File: config.mk
export PLATFORM = sky130hd
export DESIGN_NAME = rbvb_isqrt
export DESIGN_NICKNAME = d
export VERILOG_FILES = /design/src/hw/rtl/rbvb_isqrt.sv
export SDC_FILE = /design/constraint.sdc
export NUM_CORES = 1
export LEC_CHECK = 0
export BUFFER_PORTS_ARGS = -buffer_cell sky130_fd_sc_hd__buf_2
export CORE_MARGIN = 2
export CORE_UTILIZATION = 50
export CTS_BUF_LIST = sky130_fd_sc_hd__clkbuf_4
export CTS_CLUSTER_SIZE = 25
export DETAILED_ROUTE_END_ITERATION = 8
export GPL_TIMING_DRIVEN = 0
export PLACE_DENSITY = 0.82
export SYNTH_ARGS = -nofsm -noshare
export SYNTH_HDL_FRONTEND = slang
export SYNTH_SLANG_ARGS = --single-unit
File: constraint.sdc
create_clock -name clk_i -period 2 [get_ports clk_i]
set_input_delay 0.1 -clock clk_i [delete_from_list [all_inputs] [get_ports clk_i]]
set_output_delay 0.1 -clock clk_i [all_outputs]
set_load 0.02 [all_outputs]
File: src/hw/rtl/rbvb_isqrt.sv
// Iterative integer square root, one result bit per cycle.
// Used by radial_brush_vertex_blend; no package dependency.
module rbvb_isqrt #(
  parameter int FRACTION_BITS = 8
) (
  input  logic                         clk_i,
  input  logic                         rst_ni,
  input  logic                         start_i,
  input  logic [2*FRACTION_BITS-1:0]   radicand_i,
  output logic                         done_o,
  output logic [FRACTION_BITS-1:0]     root_o
);

  localparam int F   = FRACTION_BITS;
  localparam int SqW = $clog2(FRACTION_BITS);

  logic           busy_q;
  logic           done_q;
  logic [SqW-1:0] cnt_q;
  logic [2*F-1:0] v_q;
  logic [F+1:0]   rem_q;
  logic [F-1:0]   root_q;

  logic [F+3:0]   rem_shift;
  logic [F+3:0]   trial;
  logic           fits;

  assign rem_shift = {rem_q, v_q[2*F-1:2*F-2]};
  assign trial     = (F+4)'({root_q, 2'b01});
  assign fits      = rem_shift >= trial;

  always_ff @(posedge clk_i or negedge rst_ni) begin
    if (!rst_ni) begin
      busy_q <= 1'b0;
      done_q <= 1'b0;
      cnt_q  <= '0;
    end else begin
      done_q <= 1'b0;
      if (start_i) begin
        busy_q <= 1'b1;
        cnt_q  <= SqW'(F - 1);
      end else if (busy_q) begin
        cnt_q <= cnt_q - SqW'(1);
        if (cnt_q == '0) begin
          busy_q <= 1'b0;
          done_q <= 1'b1;
        end
      end
    end
  end

  always_ff @(posedge clk_i) begin
    if (start_i) begin
      v_q    <= radicand_i;
      rem_q  <= '0;
      root_q <= '0;
    end else if (busy_q) begin
      v_q <= {v_q[2*F-3:0], 2'b00};
      if (fits) begin
        rem_q  <= (F+2)'(rem_shift - trial);
        root_q <= {root_q[F-2:0], 1'b1};
      end else begin
        rem_q  <= rem_shift[F+1:0];
        root_q <= {root_q[F-2:0], 1'b0};
      end
    end
  end

  assign done_o = done_q;
  assign root_o = root_q;

endmodule

# == Word-level counts from Yosys, hierarchy flattened ==
# Cells that the tools add are included.
# classes
addsub,2
n_mul,0
n_div,0
order_cmp,1
n_eq_ne,0
shifts,0
mux,12
bitwise,0
n_reduce_logical,2
# ops
op,count
$mux W16,2
$ge A12 B10 Y1,1
$mux W10,1
$sub A10 B10 Y10,1
$mux W1,7
$mux W3,2
$logic_not A3 Y1,1
$sub A3 B1 Y3 const B,1
$reduce_bool A2 Y1,1
# word_totals
register_bits,39
latch_bits,0
ramBits,0
romBits,0
input_bits,19
output_inout_bits,9
word_cells,23
n_memories,0

# == Longest topological paths before layout ==
# Gate-level depths: netlist of run 1.
# logic_depth
word_depth,4
depth_mapped,9
mapped_depth_nobuf,7

# == Worst setup path after synthesis of run 1 ==
# OpenSTA, ideal clock, no wires.
# synth_path
path_kind,register -> register
from,"register root_q[5], in the netlist root_o[5]"
to,register rem_q[9]
setup_ns,0.079
arrival_time_ns,2.039
required_ns,1.921
setup_slack_ns,-0.118
path_stages_with_launch,9
n_path_buf,1
period_less_slack_ns,2.118
path_cell_list,dfxtp_1 inv_1 ha_1 a21oi_2 o21ai_1 and2b_1 buf_2 or4_1 o211ai_1
# synth_via
elab_chain_len,2
word_cells_on_any_way,3
classes_between,1 x add/sub; 1 x order compare; 1 x mux
# synth_lines
item,line,source
"start, declared",22,logic [F-1:0] root_q;
"start signal, assigned",61,"root_q <= {root_q[F-2:0], 1'b1};"
"start signal, assigned",64,"root_q <= {root_q[F-2:0], 1'b0};"
$sub A10 B10 Y10 or $ge A12 B10 Y1 (tied branches),"60, 30",
$mux W10 *,59,if (fits) begin
"end signal, assigned",60,rem_q <= (F+2)'(rem_shift - trial);
"end signal, assigned",63,rem_q <= rem_shift[F+1:0];
"end, declared",21,logic [F+1:0] rem_q;
# Mark *: on every way between the ends. The rest lies on a longest branch, timed or not.
# A chain may end at the register's enable or synchronous reset.

# == Final worst setup path of run 1 ==
# layout_path
from,register v_q[14]
to,register rem_q[4]
# layout_via
elab_chain_len,2
word_cells_on_any_way,3
classes_between,1 x add/sub; 1 x order compare; 1 x mux
# layout_lines
item,line,source
"start, declared",20,logic [2*F-1:0] v_q;
"start signal, assigned",54,v_q <= radicand_i;
"start signal, assigned",58,"v_q <= {v_q[2*F-3:0], 2'b00};"
$sub A10 B10 Y10 or $ge A12 B10 Y1 (tied branches),"60, 30",
$mux W10 *,59,
# Marked as above.

==> results of run 1 <==
[registers in the layout (all words and copies together), names as in the netlist]
register / flops
rem_q: 10
busy_q: 1
done_o: 1
root_o: 8
v_q: 16
cnt_q: 3
[critical path: stages, from the launching register on]
cell and delay [ns]:
edfxtp_1 0.48, inv_2 0.12, ha_4 0.13, or2b_1 0.25
a31oi_4 0.24, o31a_1 0.23, buf_6 0.15, nand3_1 0.09
a311oi_2 0.32
[per-stage QoR]
stage          setup WS, ns  utilization  hold WS, ns  setup TNS (ns)  cells
6_report            -0.0994        0.657       0.0288          -0.254    317
3_5_place_dp         -0.188        0.569      -0.0823          -0.752    294
4_1_cts             0.00780        0.631       0.0210               0    313
3_3_place_gp         -0.131        0.569      -0.0839          -0.437    294
5_1_grt              -0.146        0.657       0.0206          -0.873    317
2_1_floorplan       0.00572            -       -0.196               0    216
[cell usage after synthesis (all sizes together) (2+ instances only)]
cell type and count:
and2b 2, nor3 3, inv 14, and2 3, o21ai 9, nand3 7
a21oi 9, a32o 2, clkbuf 8, nor2 18, nand2b 8, o21a 2
a31oi 4, a2111oi 2, xor2 3, buf 4, mux2i 7, edfxtp 16
a311oi 4, and3 2, o31ai 3, xnor2 3, dfxtp 18, nand2 11
dfrtp 5, mux2 14, a21o 3, ha 12, or4 2, o211ai 2
[where the power goes]
part	total [W]	internal, W	switching [W]
Clock	0.000553	0.000277	0.000276
Combinational	0.00260	0.00119	0.00141
Sequential	0.00111	0.000982	0.000130
[layer usage]
metal / vias to the layer above / GRT usage
met2: 76 / 0.376
met5: - / 0
met1: 913 / 0.266
met3: 8 / 0.0399
li1: 881 / -
met4: 0 / 0.0524
[cells in the final DEF (no fill, tap or decap), types with 3 or more instances in the layout]
master / count
a21oi_1: 7
a31oi_1: 3
and2_1: 3
buf_2: 28
buf_4: 13
buf_6: 3
clkbuf_1: 5
clkbuf_4: 6
dfrtp_1: 5
dfxtp_1: 10
dfxtp_2: 6
edfxtp_1: 16
ha_1: 7
ha_4: 4
inv_1: 11
inv_2: 3
mux2_1: 4
mux2_2: 10
mux2i_1: 7
nand2_1: 9
nand2b_1: 8
nand3_1: 3
nand3_2: 4
nor2_1: 17
nor3_1: 3
o21ai_1: 4
o21ai_2: 4
xnor2_1: 3
xor2_1: 3
[layout make-up]
class,count,area (µm²)
fill,326,1480
multi-input combinational,152,1330
sequential,39,981
timing repair buffer,41,243
buffer,11,85.1
tap,52,65.1
inverter,14,52.6
clock buffer,6,45.0
clock inverter,2,37.5
[worst paths after layout]
| kind | startpoint | to | slack [ns] | depth (start not counted) |
|---|---|---|---|---|
| setup reg to reg | v_q[14] | rem_q[4] | -0.1 | 8 |
| setup / recovery | v_q[14] | rem_q[4] | -0.1 | 8 |
| hold / removal | radicand_i[0] | v_q[0] | 0.03 | 2 |
| hold reg to reg | rem_q[6] | rem_q[6] | 0.51 | 2 |
| max in group asynchronous | rst_ni | busy_q | 1.77 | 2 |
| min in group asynchronous | rst_ni | cnt_q[2] | 0.10 | 2 |
[kinds of logic (layout without fill, tap and decap cells)]
family	after synthesis	in the layout	share of synthesized area
adders and majority gates	12	12	0.0669
buffers and inverters	26	74	0.0558
AOI/OAI and AO/OA	48	49	0.167
and+or+nand+nor	64	64	0.155
xor gates and xnor gates	6	6	0.0234
DFF	39	39	0.431
muxes	21	21	0.102
[what timing repair did]
item,CTS,global route
hold endpoints to repair,5,0
gates resized for setup,21,28
cloned,2,0
pin swaps,12,12
hold buffers,1,0
endpoints found under the setup margin,8,11
setup buffers,9,4
==> flow_summary.toml, run 1 <==
[routing]
drt_iter0_markers = 125
postRouteAntennaNets = 0
dr.pass1.iters = 6
dr_wl_met3_um = 272
vias_per_cell = 5.92
wl_per_cell_um = 17.1
met1_length_um = 2260
wl_um = 5430
via_count = 1878
drc = 0
wl_met2_um = 2830
top_layer = "met4"

[yosys]
syn-mean-instance-area_um2 = 10.4
syn_nets = 247
yosys_warnings = 0
ys_seq_area_frac = 0.431
syn_inst = 216
synth_area_leader_cell = "edfxtp_1"
async_flop_share = 0.128
synth-main-ff-cell = "dfxtp_1"
ys_top_cells_by_area = "edfxtp_1 (21%), dfxtp_1 (16%), ha_1 (6.7%)"
ys_seq_elements = 39
syn-cell-area_um2 = 2240
synth_top_area_share = 0.214
synth_cell_types = 59
synth-edff-count = 16

[timing]
worstMarginPinSlew_ns = 0.614
finalCriticalPeriod_ns = 2.10
hold_violations = 0
skew_ns = 0.0153
rsz0062_at_grt = "true"
fin_crit_sh = 1.05
timing.fmax_ghz = 0.476
slew_violations = 0
slew_headroom = 0.590
setup_slack_ns = -0.0994
setup_violations = 7

[power_and_ir_drop]
powerDensity_nw_per_um2 = 1500
power.total_w = 0.00427
p_leak_nw = 1.21
vdd_drop_max_v = 0.000883

[floorplanning]
initial_utilization = 0.519
rows = 24
dieWidth_um = 71.0
dieHeight_um = 71.0
die_area_um2 = 5040
core_um2 = 4320
io_pins = 28

[cells_and_area]
num_antenna_cells = 0
area_delta_synth_final_pct = 26.7
fin_area_um2 = 2840
drive_gt1_frac = 0.408
nets = 295

[cts]
htree_levels = 2
cts_tree = "yes"
cts_buffers = 5
cts.clk_slew.worst_paths_ns = 0.13
cts_buffer_depth = 2
root_buffer = "clkbuf_4"
clkLatencyLatePin_ns = 0.35
numClockSinks = 39

[placed_design]
portBuffers = 26
place.gp.congestion = 0.902
hpwl_um = 3280
placed_area_um2 = 2460

[status]
violations = "negative setup slack"
status = "finished, violations left"

[setup_path]
crit_path_start_kind = "flip-flop"
critical_path_class = "reg2reg"
cp.required_ns = 2.25
crit_fanout = 5
arrival_ns = 2.35
end_kind = "flip-flop"

[hold_path]
hold_path_class = "in2reg"

[grt]
grt_remaining_overflow = 0
grt_max_degree = 17
grt_pass1_wl_um = 8500
antenna_found_initial = 0
grt.total_usage = 0.212
grt_pass1_vias = 1821

[run]
maxCapViolations = 0
Note: power is estimated with default switching activity, not from simulation.
==> run 2: changes to the inputs <==
Settings changed: SETUP_SLACK_MARGIN set to 0.2.
==> run 2 against run 1 <==
The flow still finishes with violations (negative setup slack). Via count increased by 5.5%. Final area increased by 3.9%. Sequential power about the same. Setup slack got worse by 0.060 ns. Global-route usage increased by 0.92 points. Critical path type unchanged. Largest power group unchanged.
==> flow_summary.toml, run 2 (same netlist as run 1, synthesis figures left out) <==
[setup_path]
r2r_start = "v_q[14]"
critical_path_class = "reg2reg"
cp.required_ns = 2.22
crit_path_start_kind = "flip-flop"
r2r-end = "rem_q[2]"
worst-r2r-cell-count = 8
reg2reg_slack_ns = -0.16
end_kind = "flip-flop"
crit_fanout = 5
arrival_ns = 2.38

[grt]
grt.total_usage = 0.221
antenna_found_initial = 0
grt_max_degree = 17
grt_pass1_wl_um = 8810
grt_remaining_overflow = 0
grt_pass1_vias = 1844

[floorplanning]
io_pins = 28
rows = 24
dieHeight_um = 71.0
die_area_um2 = 5040
dieWidth_um = 71.0
initial_utilization = 0.519
core_um2 = 4320

[placed_design]
place.gp.congestion = 0.848
portBuffers = 26
hpwl_um = 3480
placed_area_um2 = 2570

[power_and_ir_drop]
p_leak_nw = 1.23
pwr-share-seq = 0.259
power.switching_w = 0.00188
switching_share = 0.433
p_int_w = 0.00246
powerDensity_nw_per_um2 = 1470
clockPowerShare = 0.091
vdd_drop_max_v = 0.000642
combPwrFrac = 0.650

[cells_and_area]
fin_area_um2 = 2950
mostFrequentLayoutCells = "buf_2 (26), buf_4 (20), nor2_1 (17), edfxtp_1 (16)"
layout_commonest_cell = "buf_2"
area_delta_synth_final_pct = 31.6
top_register = "v_q"
largest_reg_flops = 16
num_antenna_cells = 0
drive_gt1_frac = 0.449
nets = 302

[routing]
wl_um = 5890
via_count = 1982
wl_per_cell_um = 18.2
drt_iter0_markers = 158
vias_per_cell = 6.12
postRouteAntennaNets = 0
dr.pass1.iters = 6
drc = 0

[timing]
slew_violations = 0
fin_crit_sh = 1.08
tns_ns = -0.182
finalCriticalPeriod_ns = 2.16
slew_headroom = 0.585
timing.fmax_ghz = 0.463
worstMarginPinSlew_ns = 0.623
hold_violations = 0
skew_ns = 0.0138
setup_violations = 2
rsz0062_at_grt = "true"
setup_slack_ns = -0.159

[cts]
numClockSinks = 39
htree_levels = 2
cts_tree = "yes"
cts.clk_slew.worst_paths_ns = 0.11
cts_buffer_depth = 2
clkLatencyLatePin_ns = 0.35
root_buffer = "clkbuf_4"
cts_buffers = 5

[hold_path]
min_to = "v_q[0]"
whs_path_depth = 2
hold_path_class = "in2reg"
hp-start = "radicand_i[0]"

[run]
maxCapViolations = 0

[status]
violations = "negative setup slack"
status = "finished, violations left"
[run 2: cell count changes in the layout (fill, tap and decap cells not counted), moves of 3 or more]
cell | previous run | this run
ha_1 | 7 | 4
o21ai_0 | 1 | 5
dfxtp_4 | 2 | 6
buf_4 | 13 | 20
dfxtp_1 | 10 | 7
[run 2: timing repair]
action | 4_1_cts | 5_1_grt
pin swaps | 12 | 13
endpoints found under the setup margin | 11 | 11
resized for setup | 12 | 27
setup buffers | 9 | 10
gates cloned | 2 | 0
hold endpoints to repair | 5 | 0
hold buffers | 1 | 0
[run 2: per-layer routing]
layer / global-route usage / vias to the layer above / wire length, µm
li1: - / 899 / -
met1: 0.276 / 964 / 2360
met5: 0 / - / 0
met4: 0.0797 / 0 / 141
met3: 0.0385 / 18 / 365
met2: 0.384 / 101 / 3020
[run 2: final cells by class]
cell class,instances,area [µm²]
Inverter,14,55.1
Multi-Input combinational cell,152,1390
Tap cell,52,65.1
Fill cell,302,1370
Clock inverter,2,7.51
Buffer,12,103
Clock buffer,6,45.0
Timing Repair Buffer,47,294
Sequential cell,39,995
[run 2: how the worst max path moves through the flow]
stage | start | endpoint | cells past startpoint
after floorplan | root_o[3] | rem_q[9] | 9
after CTS | v_q[14] | rem_q[3] | 8
after global placement | v_q[14] | rem_q[9] | 7
after detailed placement | v_q[14] | rem_q[9] | 7
final | v_q[14] | rem_q[2] | 8
after global routing | v_q[14] | rem_q[2] | 8
[run 2: critical path: stages, from the launching register on]
cell and delay (ns):
edfxtp_1 0.47, inv_2 0.11, ha_4 0.13, or2b_1 0.25, a31oi_4 0.26, o31a_1 0.21, buf_6 0.14, nand3_2 0.07
a311oi_1 0.40
[run 2: power groups by stage]
| stage | combinational [W] | sequential [W] | clock (W) |
|---|---|---|---|
| floorplan | 0.00157 | 0.00111 | 0 |
| global placement | 0.00192 | 0.00111 | 0 |
| detailed placement | 0.00195 | 0.00112 | 0 |
| CTS | 0.00224 | 0.00110 | 0.000401 |
| global route | 0.00297 | 0.00114 | 0.000422 |
| finish | 0.00282 | 0.00112 | 0.000393 |
[run 2: through the flow]
stage | cells | hold slack, ns | setup WS (ns) | util | power, W
after floorplan | 216 | -0.196 | 0.133 | - | 0.00268
after global placement | 294 | -0.0859 | -0.0131 | 0.595 | 0.00303
after detailed placement | 294 | -0.0851 | -0.0437 | 0.595 | 0.00307
after CTS | 314 | 0.0222 | -0.00690 | 0.640 | 0.00374
after global routing | 324 | 0.0246 | -0.244 | 0.683 | 0.00452
final | 324 | 0.0365 | -0.159 | 0.683 | 0.00434
==> run 3: changes to the inputs <==
Settings changed: ABC_AREA set to 1, CORE_UTILIZATION 50 to 36, PLACE_DENSITY 0.82 to 0.65.
==> run 3 against run 2 <==
The flow now finishes without violations. Utilization decreased by 19 points. Synthesized cell count rose by 31%. First-iteration DRC count fell by 47%. Clock power is 72% higher.
==> flow_summary.toml, run 3 <==
[floorplanning]
dieHeight_um = 82.5
dieWidth_um = 82.5
initial_utilization = 0.374
io_pins = 28
core_um2 = 5920
rows = 28
die_area_um2 = 6800

[setup_path]
cpMaxStageDelayCell = "dfxtp_1"
critPathBufInv = 1
cp.required_ns = 2.29
crit_path_start_kind = "flip-flop"
path_common_cell = "nand2_2"
end_kind = "flip-flop"
reg2reg_slack_ns = 0.24
cp.depth = 9
worstSetupStartpoint = "rem_q[5]"
slowest_delay_ns = 0.47
worst-r2r-cell-count = 9
critical_path_class = "reg2reg"
r2r_start = "rem_q[5]"
crit_fanout = 6
arrival_ns = 2.04
crit_path_cell_trace = "ha_4 -> a21oi_1 -> nand2_2 -> nand2_2 -> nand3_4 -> buf_12 -> nor2_4 -> nand2_1 -> a21oi_2"
r2r-end = "rem_q[4]"
critPathTopFamily = "simple AND/OR/NAND/NOR gates"
crit_end = "rem_q[4]"

[yosys]
synth-main-ff-cell = "dfxtp_1"
synth_top_area_share = 0.217
syn_nets = 313
async_flop_share = 0.128
ys_seq_area_frac = 0.436
synth_area_leader_cell = "edfxtp_1"
yosys_warnings = 0
syn-mean-instance-area_um2 = 7.86
syn_inst = 282
synth-edff-count = 16
ys_top_cells_by_count = "nand2_1 (101), inv_1 (36), dfxtp_1 (18)"
syn-cell-area_um2 = 2220
yosysMostFrequentCell = "nand2_1"
synth_cell_types = 37
ys_seq_elements = 39
ys_top_cells_by_area = "edfxtp_1 (22%), nand2_1 (17%), dfxtp_1 (16%)"

[cells_and_area]
drive_gt1_frac = 0.341
num_antenna_cells = 0
top_register = "v_q"
nets = 367
num-fill-cells = 570
largest_reg_flops = 16
area_delta_synth_final_pct = 31.8
layout_commonest_cell = "nand2_1"
fin_area_um2 = 2920
mostFrequentLayoutCells = "nand2_1 (98), inv_1 (27), buf_2 (27), edfxtp_1 (16)"

[timing]
setup_violations = 0
slew_headroom = 0.649
slew_violations = 0
worstMarginPinSlew_ns = 0.525
finalCriticalPeriod_ns = 1.76
holdWs_ns = 0.00644
skew_ns = 0.00585
timing.fmax_ghz = 0.569
rsz0062_at_grt = "true"
tns_ns = 0
fin_crit_sh = 0.878
hold_violations = 0

[routing]
dr.pass1.iters = 4
wl_per_cell_um = 12.4
postRouteAntennaNets = 0
drc = 0
via_count = 1932
vias_per_cell = 4.69
drt_iter0_markers = 83
wl_um = 5100

[run]
maxCapViolations = 0

[cts]
clkLatencyLatePin_ns = 0.35
cts.clk_slew.worst_paths_ns = 0.13
cts_buffers = 5
numClockSinks = 39
cts_buffer_depth = 2
htree_levels = 2
cts_tree = "yes"
root_buffer = "clkbuf_4"

[power_and_ir_drop]
powerDensity_nw_per_um2 = 1490
p_leak_nw = 1.45
power.total_w = 0.00436
vdd_drop_max_v = 0.000482

[grt]
met3_usage = 0.0380
grt.total_usage = 0.164
grt_busiest_layer = "met2"
antenna_found_initial = 0
grt_pass1_wl_um = 8330
grt_use_met2 = 0.298
grt_pass1_vias = 1849
grt_max_degree = 25
grt_util_met1 = 0.193
grt_remaining_overflow = 0

[hold_path]
hold_path_class = "in2reg"

[placed_design]
hpwl_um = 3340
portBuffers = 26
placed_area_um2 = 2440
place.gp.congestion = 0.827

[status]
status = "complete, no violations"
## run 3: cell types whose count changed after synthesis, sizes merged, moves of 7 or more
cell    change
mux2       -14
nand2      +95
nand2b      -8
mux2i       -7
nand3      +10
inv        +27
## run 3: worst min path at each step
stage / start / slack (ns) / depth (start not counted) / endpoint
2_1_floorplan: rst_ni / -0.20 / 0 / busy_q
3_3_place_gp: rst_ni / -0.08 / 1 / done_o
3_5_place_dp: rst_ni / -0.08 / 1 / done_o
4_1_cts: radicand_i[5] / 0.0007 / 3 / v_q[5]
5_1_grt: radicand_i[10] / 0.002 / 3 / v_q[10]
6_report: radicand_i[1] / 0.006 / 3 / v_q[1]
## run 3: logic make-up after synthesis
logic type,count (synthesis),synth area share
flip-flops,39,0.436
adder cells (fa/ha/maj),12,0.0678
AND/OR/NAND/NOR,144,0.288
XOR/XNOR,4,0.0158
buffers and inverters,51,0.104
AO/OA/AOI/OAI,32,0.0887
## run 3: power breakdown
group / leakage [nW] / switching [W] / internal [W]
clock: 0.0514 / 0.000287 / 0.000389
combinational: 1.01 / 0.00133 / 0.00124
sequential: 0.382 / 0.000126 / 0.000980
## run 3: area by class of cell
type                    instances  area, µm²  area share
plain buffers                   9       78.8      0.0270
flip-flops and latches         39        978       0.335
clock buffers                   5       37.5      0.0129
well taps                      75       93.8      0.0321
repair buffers                 47        338       0.116
clock inverters                 3       67.6      0.0231
inverters                      42        160      0.0548
multi-input cells             192       1170       0.399
## run 3: tightest hold or removal path, cell delays in order
cell and delay (ns):
buf_2 0.07, nand2_1 0.04, inv_1 0.04
## run 3: what timing repair did
action,CTS,global route
hold endpoints to repair,7,1
endpoints found under the setup margin,6,34
pin swaps,4,15
buffers inserted,3,13
resized for setup,14,29
hold buffers,3,1
cloned,1,0
## run 3: stage by stage
step	setup WS [ns]	utilization	instances
after floorplan	0.212	-	282
after global placement	0.188	0.412	383
after detailed placement	0.180	0.412	383
after CTS	0.206	0.463	398
after global routing	0.147	0.493	412
final	0.244	0.493	412
## run 3: layer usage
metal	share of wire	vias up
li1	-	1004
met1	0.45	898
met2	0.51	25
met3	0.031	5
met4	0.0098	0
met5	0	-
